--- src/rtl/core/rrp_pkg.sv ---
// Shared types and constants for the reservoir random pick block.
`default_nettype none
package rrp_pkg;

   localparam int ACTION_W = 2;
   localparam int TIMER_W  = 32;
   localparam int ID_W     = 16;
   localparam int SIZE_W   = 32;
   localparam int COUNT_W  = 16;
   localparam int MAXSZ_W  = 21;
   localparam int SEED_W   = 32;
   localparam int STEP_W   = 4;

   localparam logic [ACTION_W-1:0] ACT_SEED  = 2'd0;
   localparam logic [ACTION_W-1:0] ACT_SCAN  = 2'd1;
   localparam logic [ACTION_W-1:0] ACT_OFFER = 2'd2;

   localparam logic [SEED_W-1:0]  LCG_MUL        = 32'd1664525;
   localparam logic [SEED_W-1:0]  LCG_ADD        = 32'd1013904223;
   localparam logic [SEED_W-1:0]  SEED_OFFSET    = 32'd42;
   localparam logic [SEED_W-1:0]  SEED_RESET     = 32'd1;
   localparam logic [MAXSZ_W-1:0] MAX_SIZE_RESET = 21'd32768;

   typedef struct packed {
      logic capture;
      logic exec;
      logic lcg_step;
      logic div_load;
      logic div_step;
      logic commit;
   } rrp_cmd_type;

   typedef struct packed {
      logic need_lcg;
      logic count_zero;
      logic div_last;
   } rrp_stat_type;

endpackage
`default_nettype wire

--- src/rtl/core/rrp_intf.sv ---
// Request and response channel interfaces of the reservoir random pick block.
`default_nettype none
interface rrp_req_if
   import rrp_pkg::*;
();
   logic                valid;
   logic                ready;
   logic [ACTION_W-1:0] action;
   logic [TIMER_W-1:0]  timer_value;
   logic [ID_W-1:0]     entry_id;
   logic [SIZE_W-1:0]   entry_size;
   logic                is_hidden;

   modport source (output valid, action, timer_value, entry_id, entry_size, is_hidden,
                   input ready);
   modport sink   (input valid, action, timer_value, entry_id, entry_size, is_hidden,
                   output ready);
endinterface

interface rrp_rsp_if
   import rrp_pkg::*;
();
   logic               valid;
   logic               ready;
   logic [COUNT_W-1:0] entry_count;
   logic [ID_W-1:0]    chosen_id;
   logic               has_choice;
   logic               taken_now;

   modport source (output valid, entry_count, chosen_id, has_choice, taken_now,
                   input ready);
   modport sink   (input valid, entry_count, chosen_id, has_choice, taken_now,
                   output ready);
endinterface
`default_nettype wire

--- src/rtl/core/reservoir_random_pick_core.sv ---
// Top level of the reservoir random pick block.
// Picks one entry uniformly at random from a stream of offered entries
// (reservoir sampling of size one, 32-bit LCG). Every request word gives one
// response word with the state after the update. Seed, start-scan and ignored
// or ineligible words pass from capture through the execute state to commit; so
// does the first eligible offer of a scan. An offer whose count wrapped to zero
// adds the LCG multiply, and any other eligible offer adds the LCG multiply, the
// modulo load and the restoring modulo of the seed's upper half by the count. One word
// is in work at a time; a finished response waits in its output register while
// the next word is accepted and worked on. The user must write max_size through
// csr_write/csr_wdata while the block is idle; the block does not enforce this.
`default_nettype none
module reservoir_random_pick_core
   import rrp_pkg::*;
(
   input  wire logic               clock,
   input  wire logic               reset,
   input  wire logic               csr_write,
   input  wire logic [MAXSZ_W-1:0] csr_wdata,
   rrp_req_if.sink                 req_if,
   rrp_rsp_if.source               rsp_if
);

   rrp_cmd_type  cmd;
   rrp_stat_type stat;

   rrp_ctrl u_ctrl (
      .clock     (clock),
      .reset     (reset),
      .req_valid (req_if.valid),
      .req_ready (req_if.ready),
      .rsp_valid (rsp_if.valid),
      .rsp_ready (rsp_if.ready),
      .stat      (stat),
      .cmd       (cmd)
   );

   rrp_dp u_dp (
      .clock     (clock),
      .reset     (reset),
      .csr_write (csr_write),
      .csr_wdata (csr_wdata),
      .in_action (req_if.action),
      .in_timer  (req_if.timer_value),
      .in_id     (req_if.entry_id),
      .in_size   (req_if.entry_size),
      .in_hidden (req_if.is_hidden),
      .cmd       (cmd),
      .stat      (stat),
      .out_count (rsp_if.entry_count),
      .out_id    (rsp_if.chosen_id),
      .out_valid (rsp_if.has_choice),
      .out_taken (rsp_if.taken_now)
   );

`ifndef SYNTHESIS
   a_busy_after_accept: assert property (@(posedge clock) disable iff (reset)
      (req_if.valid && req_if.ready) |=> !req_if.ready)
      else $error("request accepted while a word is in work");

   a_taken_has_choice: assert property (@(posedge clock) disable iff (reset)
      (rsp_if.valid && rsp_if.taken_now) |-> rsp_if.has_choice)
      else $error("taken word without a held selection");

   a_no_choice_zero_id: assert property (@(posedge clock) disable iff (reset)
      (rsp_if.valid && !rsp_if.has_choice) |-> (rsp_if.chosen_id == '0))
      else $error("nonzero id without a selection");

   a_cmd_exclusive: assert property (@(posedge clock) disable iff (reset)
      $onehot0({cmd.capture, cmd.exec, cmd.lcg_step, cmd.div_load, cmd.div_step,
                cmd.commit}))
      else $error("datapath commands overlap");
`endif

endmodule
`default_nettype wire

--- src/rtl/core/rrp_ctrl.sv ---
// Controller state machine sequencing one word through the datapath.
`default_nettype none
module rrp_ctrl
   import rrp_pkg::*;
(
   input  wire logic         clock,
   input  wire logic         reset,
   input  wire logic         req_valid,
   output logic              req_ready,
   output logic              rsp_valid,
   input  wire logic         rsp_ready,
   input  wire rrp_stat_type stat,
   output rrp_cmd_type       cmd
);

   typedef enum logic [5:0] {
      S_IDLE   = 6'b000001,
      S_EXEC   = 6'b000010,
      S_MUL    = 6'b000100,
      S_DIVLD  = 6'b001000,
      S_DIV    = 6'b010000,
      S_COMMIT = 6'b100000
   } state_type;

   state_type state_ff, state_in;
   logic      rsp_valid_ff, rsp_valid_in;
   logic      out_free;

   assign out_free  = !rsp_valid_ff || rsp_ready;
   assign req_ready = (state_ff == S_IDLE);
   assign rsp_valid = rsp_valid_ff;

   always_comb begin
      state_in     = state_ff;
      cmd          = '0;
      rsp_valid_in = rsp_valid_ff && !rsp_ready;
      unique case (state_ff)
         S_IDLE: begin
            if (req_valid) begin
               cmd.capture = 1'b1;
               state_in    = S_EXEC;
            end
         end
         S_EXEC: begin
            cmd.exec = 1'b1;
            state_in = stat.need_lcg ? S_MUL : S_COMMIT;
         end
         S_MUL: begin
            cmd.lcg_step = 1'b1;
            state_in     = stat.count_zero ? S_COMMIT : S_DIVLD;
         end
         S_DIVLD: begin
            cmd.div_load = 1'b1;
            state_in     = S_DIV;
         end
         S_DIV: begin
            cmd.div_step = 1'b1;
            if (stat.div_last) begin
               state_in = S_COMMIT;
            end
         end
         S_COMMIT: begin
            if (out_free) begin
               cmd.commit   = 1'b1;
               rsp_valid_in = 1'b1;
               state_in     = S_IDLE;
            end
         end
         default: state_in = S_IDLE;
      endcase
   end

   always_ff @(posedge clock) begin
      if (reset) begin
         state_ff     <= S_IDLE;
         rsp_valid_ff <= 1'b0;
      end else begin
         state_ff     <= state_in;
         rsp_valid_ff <= rsp_valid_in;
      end
   end

endmodule
`default_nettype wire

--- src/rtl/core/rrp_dp.sv ---
// Datapath: item capture, seed/count/selection state, LCG step and serial modulo.
`default_nettype none
module rrp_dp
   import rrp_pkg::*;
(
   input  wire logic                clock,
   input  wire logic                reset,
   input  wire logic                csr_write,
   input  wire logic [MAXSZ_W-1:0]  csr_wdata,
   input  wire logic [ACTION_W-1:0] in_action,
   input  wire logic [TIMER_W-1:0]  in_timer,
   input  wire logic [ID_W-1:0]     in_id,
   input  wire logic [SIZE_W-1:0]   in_size,
   input  wire logic                in_hidden,
   input  wire rrp_cmd_type         cmd,
   output rrp_stat_type             stat,
   output logic [COUNT_W-1:0]       out_count,
   output logic [ID_W-1:0]          out_id,
   output logic                     out_valid,
   output logic                     out_taken
);

   logic [MAXSZ_W-1:0]  max_size_ff, max_size_in;
   logic [ACTION_W-1:0] action_ff;
   logic [TIMER_W-1:0]  timer_ff;
   logic [ID_W-1:0]     id_ff;
   logic [SIZE_W-1:0]   size_ff;
   logic                hidden_ff;
   logic [SEED_W-1:0]   seed_ff, seed_in;
   logic [COUNT_W-1:0]  count_ff, count_in;
   logic [ID_W-1:0]     pid_ff, pid_in;
   logic                pvalid_ff, pvalid_in;
   logic [COUNT_W-1:0]  dvd_ff, dvd_in;
   logic [COUNT_W-1:0]  rem_ff, rem_in;
   logic [STEP_W-1:0]   step_ff, step_in;
   logic [COUNT_W-1:0]  ocount_ff;
   logic [ID_W-1:0]     oid_ff;
   logic                ovalid_ff;
   logic                otaken_ff;

   logic                is_offer;
   logic                eligible;
   logic                taken;
   logic [SEED_W-1:0]   lcg_next;
   logic [COUNT_W:0]    trial;

   assign is_offer = (action_ff == ACT_OFFER);
   assign eligible = !hidden_ff && (size_ff != '0)
                     && (size_ff <= {{(SIZE_W-MAXSZ_W){1'b0}}, max_size_ff});
   assign lcg_next = seed_ff * LCG_MUL + LCG_ADD;
   assign trial    = {rem_ff, dvd_ff[COUNT_W-1]};
   assign taken    = is_offer && eligible
                     && ((count_ff == COUNT_W'(1)) || (count_ff == '0) || (rem_ff == '0));

   assign stat.need_lcg   = is_offer && eligible && (count_ff != '0);
   assign stat.count_zero = (count_ff == '0);
   assign stat.div_last   = (step_ff == '1);

   always_comb begin
      max_size_in = csr_write ? csr_wdata : max_size_ff;
      seed_in     = seed_ff;
      count_in    = count_ff;
      pid_in      = pid_ff;
      pvalid_in   = pvalid_ff;
      dvd_in      = dvd_ff;
      rem_in      = rem_ff;
      step_in     = step_ff;
      if (cmd.exec) begin
         unique case (action_ff)
            ACT_SEED: begin
               seed_in   = timer_ff + SEED_OFFSET;
               pid_in    = '0;
               pvalid_in = 1'b0;
            end
            ACT_SCAN: begin
               seed_in   = seed_ff ^ timer_ff;
               count_in  = '0;
               pid_in    = '0;
               pvalid_in = 1'b0;
            end
            ACT_OFFER: begin
               if (eligible) begin
                  count_in = count_ff + COUNT_W'(1);
               end
            end
            default: ;
         endcase
      end
      if (cmd.lcg_step) begin
         seed_in = lcg_next;
      end
      if (cmd.div_load) begin
         dvd_in  = seed_ff[SEED_W-1 -: COUNT_W];
         rem_in  = '0;
         step_in = '0;
      end
      if (cmd.div_step) begin
         dvd_in  = {dvd_ff[COUNT_W-2:0], 1'b0};
         step_in = step_ff + STEP_W'(1);
         if (trial >= {1'b0, count_ff}) begin
            rem_in = COUNT_W'(trial - {1'b0, count_ff});
         end else begin
            rem_in = trial[COUNT_W-1:0];
         end
      end
      if (cmd.commit && taken) begin
         pid_in    = id_ff;
         pvalid_in = 1'b1;
      end
   end

   always_ff @(posedge clock) begin
      if (reset) begin
         max_size_ff <= MAX_SIZE_RESET;
         seed_ff     <= SEED_RESET;
         count_ff    <= '0;
         pid_ff      <= '0;
         pvalid_ff   <= 1'b0;
      end else begin
         max_size_ff <= max_size_in;
         seed_ff     <= seed_in;
         count_ff    <= count_in;
         pid_ff      <= pid_in;
         pvalid_ff   <= pvalid_in;
      end
   end

   always_ff @(posedge clock) begin
      dvd_ff  <= dvd_in;
      rem_ff  <= rem_in;
      step_ff <= step_in;
      if (cmd.capture) begin
         action_ff <= in_action;
         timer_ff  <= in_timer;
         id_ff     <= in_id;
         size_ff   <= in_size;
         hidden_ff <= in_hidden;
      end
      if (cmd.commit) begin
         ocount_ff <= count_ff;
         oid_ff    <= pid_in;
         ovalid_ff <= pvalid_in;
         otaken_ff <= taken;
      end
   end

   assign out_count = ocount_ff;
   assign out_id    = oid_ff;
   assign out_valid = ovalid_ff;
   assign out_taken = otaken_ff;

endmodule
`default_nettype wire

--- src/flat_wrapper.sv ---
// flat-port wrapper written by rule: the top's interface ports become plain ports
module reservoir_random_pick_core_flat import rrp_pkg::*;
  (clock, reset, csr_write, csr_wdata, req_if_valid, req_if_action, req_if_timer_value, req_if_entry_id, req_if_entry_size, req_if_is_hidden, req_if_ready, rsp_if_valid, rsp_if_entry_count, rsp_if_chosen_id, rsp_if_has_choice, rsp_if_taken_now, rsp_if_ready);
  rrp_req_if req_if_i ();
  rrp_rsp_if rsp_if_i ();
  input  wire logic clock;
  input  wire logic reset;
  input  wire logic csr_write;
  input  wire logic [MAXSZ_W-1:0] csr_wdata;
  input wire logic [$bits(req_if_i.valid)-1:0] req_if_valid;
  input wire logic [$bits(req_if_i.action)-1:0] req_if_action;
  input wire logic [$bits(req_if_i.timer_value)-1:0] req_if_timer_value;
  input wire logic [$bits(req_if_i.entry_id)-1:0] req_if_entry_id;
  input wire logic [$bits(req_if_i.entry_size)-1:0] req_if_entry_size;
  input wire logic [$bits(req_if_i.is_hidden)-1:0] req_if_is_hidden;
  output wire logic [$bits(req_if_i.ready)-1:0] req_if_ready;
  output wire logic [$bits(rsp_if_i.valid)-1:0] rsp_if_valid;
  output wire logic [$bits(rsp_if_i.entry_count)-1:0] rsp_if_entry_count;
  output wire logic [$bits(rsp_if_i.chosen_id)-1:0] rsp_if_chosen_id;
  output wire logic [$bits(rsp_if_i.has_choice)-1:0] rsp_if_has_choice;
  output wire logic [$bits(rsp_if_i.taken_now)-1:0] rsp_if_taken_now;
  input wire logic [$bits(rsp_if_i.ready)-1:0] rsp_if_ready;
  assign req_if_i.valid = req_if_valid;
  assign req_if_i.action = req_if_action;
  assign req_if_i.timer_value = req_if_timer_value;
  assign req_if_i.entry_id = req_if_entry_id;
  assign req_if_i.entry_size = req_if_entry_size;
  assign req_if_i.is_hidden = req_if_is_hidden;
  assign req_if_ready = req_if_i.ready;
  assign rsp_if_valid = rsp_if_i.valid;
  assign rsp_if_entry_count = rsp_if_i.entry_count;
  assign rsp_if_chosen_id = rsp_if_i.chosen_id;
  assign rsp_if_has_choice = rsp_if_i.has_choice;
  assign rsp_if_taken_now = rsp_if_i.taken_now;
  assign rsp_if_i.ready = rsp_if_ready;
  reservoir_random_pick_core u_core (.clock(clock), .reset(reset), .csr_write(csr_write), .csr_wdata(csr_wdata), .req_if(req_if_i), .rsp_if(rsp_if_i));
endmodule
--- config.mk ---
export PLATFORM = sky130hd
export DESIGN_NAME = reservoir_random_pick_core_flat
export DESIGN_NICKNAME = d
export VERILOG_FILES = /design/src/rtl/core/rrp_pkg.sv /design/src/rtl/core/rrp_intf.sv /design/src/rtl/core/reservoir_random_pick_core.sv /design/src/rtl/core/rrp_ctrl.sv /design/src/rtl/core/rrp_dp.sv /design/src/flat_wrapper.sv
export SDC_FILE = /design/constraint.sdc
export NUM_CORES = 1
export LEC_CHECK = 0
export ABC_CLOCK_PERIOD_IN_PS = 8900
export BUFFER_PORTS_ARGS = -buffer_cell sky130_fd_sc_hd__buf_2
export CORE_ASPECT_RATIO = 1.75
export CORE_MARGIN = 2
export CORE_UTILIZATION = 55
export CTS_CLUSTER_SIZE = 20
export DETAILED_ROUTE_END_ITERATION = 10
export PLACE_DENSITY_LB_ADDON = 0.25
export SLEW_MARGIN = 10
export SYNTH_ARGS = -nofsm -noshare
export SYNTH_HDL_FRONTEND = slang
export SYNTH_SLANG_ARGS = --single-unit
--- constraint.sdc ---
create_clock -name clock -period 8.9 [get_ports clock]
set_clock_uncertainty 0.1 [all_clocks]
set_input_delay 0.445 -clock clock [delete_from_list [all_inputs] [get_ports clock]]
set_output_delay 0.445 -clock clock [all_outputs]
set_load 0.005 [all_outputs]
==> impl_metrics.json <==
{
  "p_comb_frac": 0.208,
  "p_sw_w": 0.000875,
  "vias": 14900,
  "dp_hpwl_mm": 40.9,
  "crit_top_cell": "inv_1",
  "worstSetupPathType": "reg2reg",
  "crit_chain": "inv_1 -> ha_1 -> xor2_1 -> inv_1 -> ha_1 -> fa_1 -> inv_1 -> fa_1 -> inv_1 -> fa_1 -> fa_1 -> inv_1 -> fa_1 -> inv_1 -> ha_1 -> a21o_1 -> a31o_2 -> a211oi_1 -> a2bb2oi_1 -> a21o_1 -> a21oi_1 -> mux2_2 -> a211oi_1",
  "worst_pin_slew_ns": 1.08,
  "root_buffer": "clkbuf_16",
  "drv_slew": 0,
  "r2r_end": "u_core.u_dp.seed_ff[26]$_SDFFE_PP0P_",
  "antenna_found_initial": 6,
  "synth_area_leaders": "edfxtp_1 (24%), fa_1 (15%), ha_1 (13%)",
  "grt_use_met1": 0.284,
  "holdCritPathClass": "in2reg",
  "ys_top_cells_by_count": "inv_1 (343), ha_1 (202), edfxtp_1 (152), nand2_1 (139), fa_1 (138)",
  "worstPathRequired_ns": 9.26,
  "grt.total_usage": 0.298,
  "synth.most_common_cell": "inv_1",
  "clkTransAtPathRegs_ns": 0.08,
  "grt_pass1_wl_mm": 82.0,
  "viasPerCell": 5.77,
  "clock_power_share": 0.362,
  "hold_violations": 0,
  "peakVddDrop_uv": 123,
  "synth_cell_types": 73,
  "synth-edff-count": 152,
  "start_kind": "flop",
  "hold_start": "req_if_entry_size[8]",
  "arrival_ns": 7.61,
  "power-per-cell-area_nw_per_um2": 138,
  "crit_buf_inv": 6,
  "p_leak_nw": 10.0,
  "slowest_delay_ns": 0.58,
  "die_area_um2": 36000,
  "wl_mm": 53.1,
  "ff_latch_area_um2": 6450,
  "grtUsageMet2": 0.568,
  "cts_htree_levels": 1,
  "core_um2": 33900,
  "sw_frac_of_total": 0.293,
  "internal-power_w": 0.00211,
  "max-slew-margin-rel": 0.282,
  "syn_to_final_growth_pct": 14.6,
  "synthArstFlopShare": 0,
  "cts_resized": 0,
  "dp_slack_ns": 1.69,
  "synthesis.area_um2": 18900,
  "ys_seq_area_frac": 0.341,
  "cap_viol_max_count": 0,
  "layout.nets": 2549,
  "status": "complete, no violations",
  "yosysTopAreaCellShare": 0.241,
  "synth_warnings": 0,
  "drt_iter0_drc": 834,
  "gp_congestion": 1.00,
  "syn_inst": 1899,
  "tns_ns": 0,
  "whs_path_depth": 1,
  "fillers": 2766,
  "grt_max_degree": 82,
  "cp-end-kind": "flop",
  "initial_core_util": 0.559,
  "r2r-start": "u_core.u_dp.seed_ff[1]$_SDFFE_PP0P_",
  "clock_latency_ns": 0.55,
  "wl_per_cell_um": 20.6,
  "min_to": "u_core.u_dp.size_ff[8]$_DFFE_PP_",
  "synth_seq_cells": 246,
  "place_area_um2": 20000,
  "fmax_mhz": 138,
  "synth_ff_type": "edfxtp_1",
  "die_w_um": 144,
  "ant_nets": 0,
  "first_pass_iters": 6,
  "post_cts.repair.setup_buffers": 0,
  "io_pins": 145,
  "fin_crit_ns": 7.25,
  "layout-drive-gt1-share": 0.102,
  "die-height_um": 249,
  "num_rows": 89,
  "port-buffer-count": 144,
  "synth_area_per_cell_um2": 9.96,
  "clock_sinks": 246,
  "busiest_layer": "met2",
  "reg2reg_setup_slack_ns": 1.65,
  "yosysTopAreaCell": "edfxtp_1",
  "route.detailed.drc": 0,
  "grt_use_met3": 0.0253,
  "min_period_over_period": 0.815,
  "worstRegToRegCells": 23,
  "grt.overflow.total": 0,
  "setup_violations": 0,
  "seqPwrFrac": 0.430,
  "syn-num-nets": 2348,
  "clockBufferDepth": 3,
  "finalInstanceArea_um2": 21700,
  "critical-path-slowest-cell": "dfxtp_1",
  "path_max_fanout": 11,
  "crit_family": "adder cells",
  "fin_ws_ns": 1.65,
  "rsz0062_at_grt": "false",
  "cts_tree": "yes",
  "cts_made_buffers": 24,
  "grt_pass1_vias": 15600,
  "multiInputGateArea_um2": 10900
}
==> timing repair <==
| action | 4_1_cts | 5_1_grt |
|---|---|---|
| endpoints found under the setup margin | 0 | 0 |
| hold endpoints to repair | 80 | 2 |
| hold buffers | 80 | 2 |
==> area by class of cell <==
class | instances | area share
Antenna cell | 6 | 0.000692
Clock buffer | 29 | 0.0295
Clock inverter | 15 | 0.00831
Inverter | 344 | 0.0595
Multi-Input combinational cell | 1248 | 0.504
Sequential cell | 246 | 0.297
Tap cell | 455 | 0.0262
Timing Repair Buffer | 236 | 0.0745
==> worst max path at each step <==
| stage | to | cells after the start | startpoint |
|---|---|---|---|
| floorplan | u_core.u_dp.seed_ff[26]$_SDFFE_PP0P_ | 23 | u_core.u_dp.seed_ff[1]$_SDFFE_PP0P_ |
| global placement | u_core.u_dp.seed_ff[26]$_SDFFE_PP0P_ | 23 | u_core.u_dp.seed_ff[1]$_SDFFE_PP0P_ |
| detailed placement | u_core.u_dp.seed_ff[26]$_SDFFE_PP0P_ | 23 | u_core.u_dp.seed_ff[1]$_SDFFE_PP0P_ |
| CTS | u_core.u_dp.seed_ff[26]$_SDFFE_PP0P_ | 23 | u_core.u_dp.seed_ff[1]$_SDFFE_PP0P_ |
| global route | u_core.u_dp.seed_ff[26]$_SDFFE_PP0P_ | 23 | u_core.u_dp.seed_ff[1]$_SDFFE_PP0P_ |
| finish | u_core.u_dp.seed_ff[26]$_SDFFE_PP0P_ | 23 | u_core.u_dp.seed_ff[1]$_SDFFE_PP0P_ |
==> flip-flops by register name, indices dropped and copies added, names as in the netlist, 6 cells and up <==
name                     cells
u_core.u_dp.max_size_ff     21
u_core.u_dp.count_ff        16
u_core.u_dp.size_ff         32
u_core.u_dp.dvd_ff          16
u_core.u_dp.out_id          16
u_core.u_ctrl.state_ff       6
u_core.u_dp.id_ff           16
u_core.u_dp.seed_ff         32
u_core.u_dp.pid_ff          16
u_core.u_dp.out_count       16
u_core.u_dp.rem_ff          16
u_core.u_dp.timer_ff        32
==> cells by family (layout without fill, tap and decap cells) <==
| family | Yosys count | after routing | synth area share |
|---|---|---|---|
| XOR/XNOR | 70 | 70 | 0.0324 |
| multiplexers | 66 | 66 | 0.0351 |
| AND/OR/NAND/NOR | 457 | 457 | 0.117 |
| other | 0 | 6 | 0 |
| flip-flops | 246 | 246 | 0.341 |
| AO/OA/AOI/OAI | 315 | 315 | 0.112 |
| buffers and inverters | 405 | 624 | 0.0829 |
| adder cells (fa/ha/maj) | 340 | 340 | 0.280 |
==> power groups by stage <==
stage	Clock, W	Combinational [W]	Sequential [W]
CTS	0.00108	0.000618	0.00128
global route	0.00113	0.000697	0.00129
detailed placement	0	0.000587	0.00131
floorplan	0	0.000416	0.00129
finish	0.00108	0.000621	0.00128
global placement	0	0.000572	0.00131
==> per-layer routing <==
metal	wire [µm]	up-vias
met5	0	-
met4	4890	0
met3	1880	233
met2	29300	541
met1	17000	7192
li1	-	6912
==> through the flow <==
stage	utilization	power, W	hold slack, ns	instances
floorplan	-	0.00171	0.306	1899
global placement	0.592	0.00188	0.354	2447
detailed placement	0.592	0.00189	0.363	2447
CTS	0.640	0.00298	0.000129	2571
global route	0.641	0.00311	-0.0119	2579
finish	0.641	0.00299	0.0121	2579
==> layout by cell type (no fill, tap or decap), drive strengths merged, types with 10 or more instances in the layout <==
cell	n
inv	346
ha	202
buf	154
edfxtp	152
nand2	139
fa	138
nor2	109
dfxtp	94
dlygate4sd3	82
a21oi	72
o21ai	70
mux2i	63
xnor2	50
nor4	39
nor3	37
clkbuf	29
nand3	28
a21o	23
and3	22
xor2	20
nand4	17
a41o	17
a22o	15
a211oi	14
a31oi	12
o211ai	12
and2	12
o21a	11
nor2b	10
Note: power is estimated with default switching activity, not from simulation.
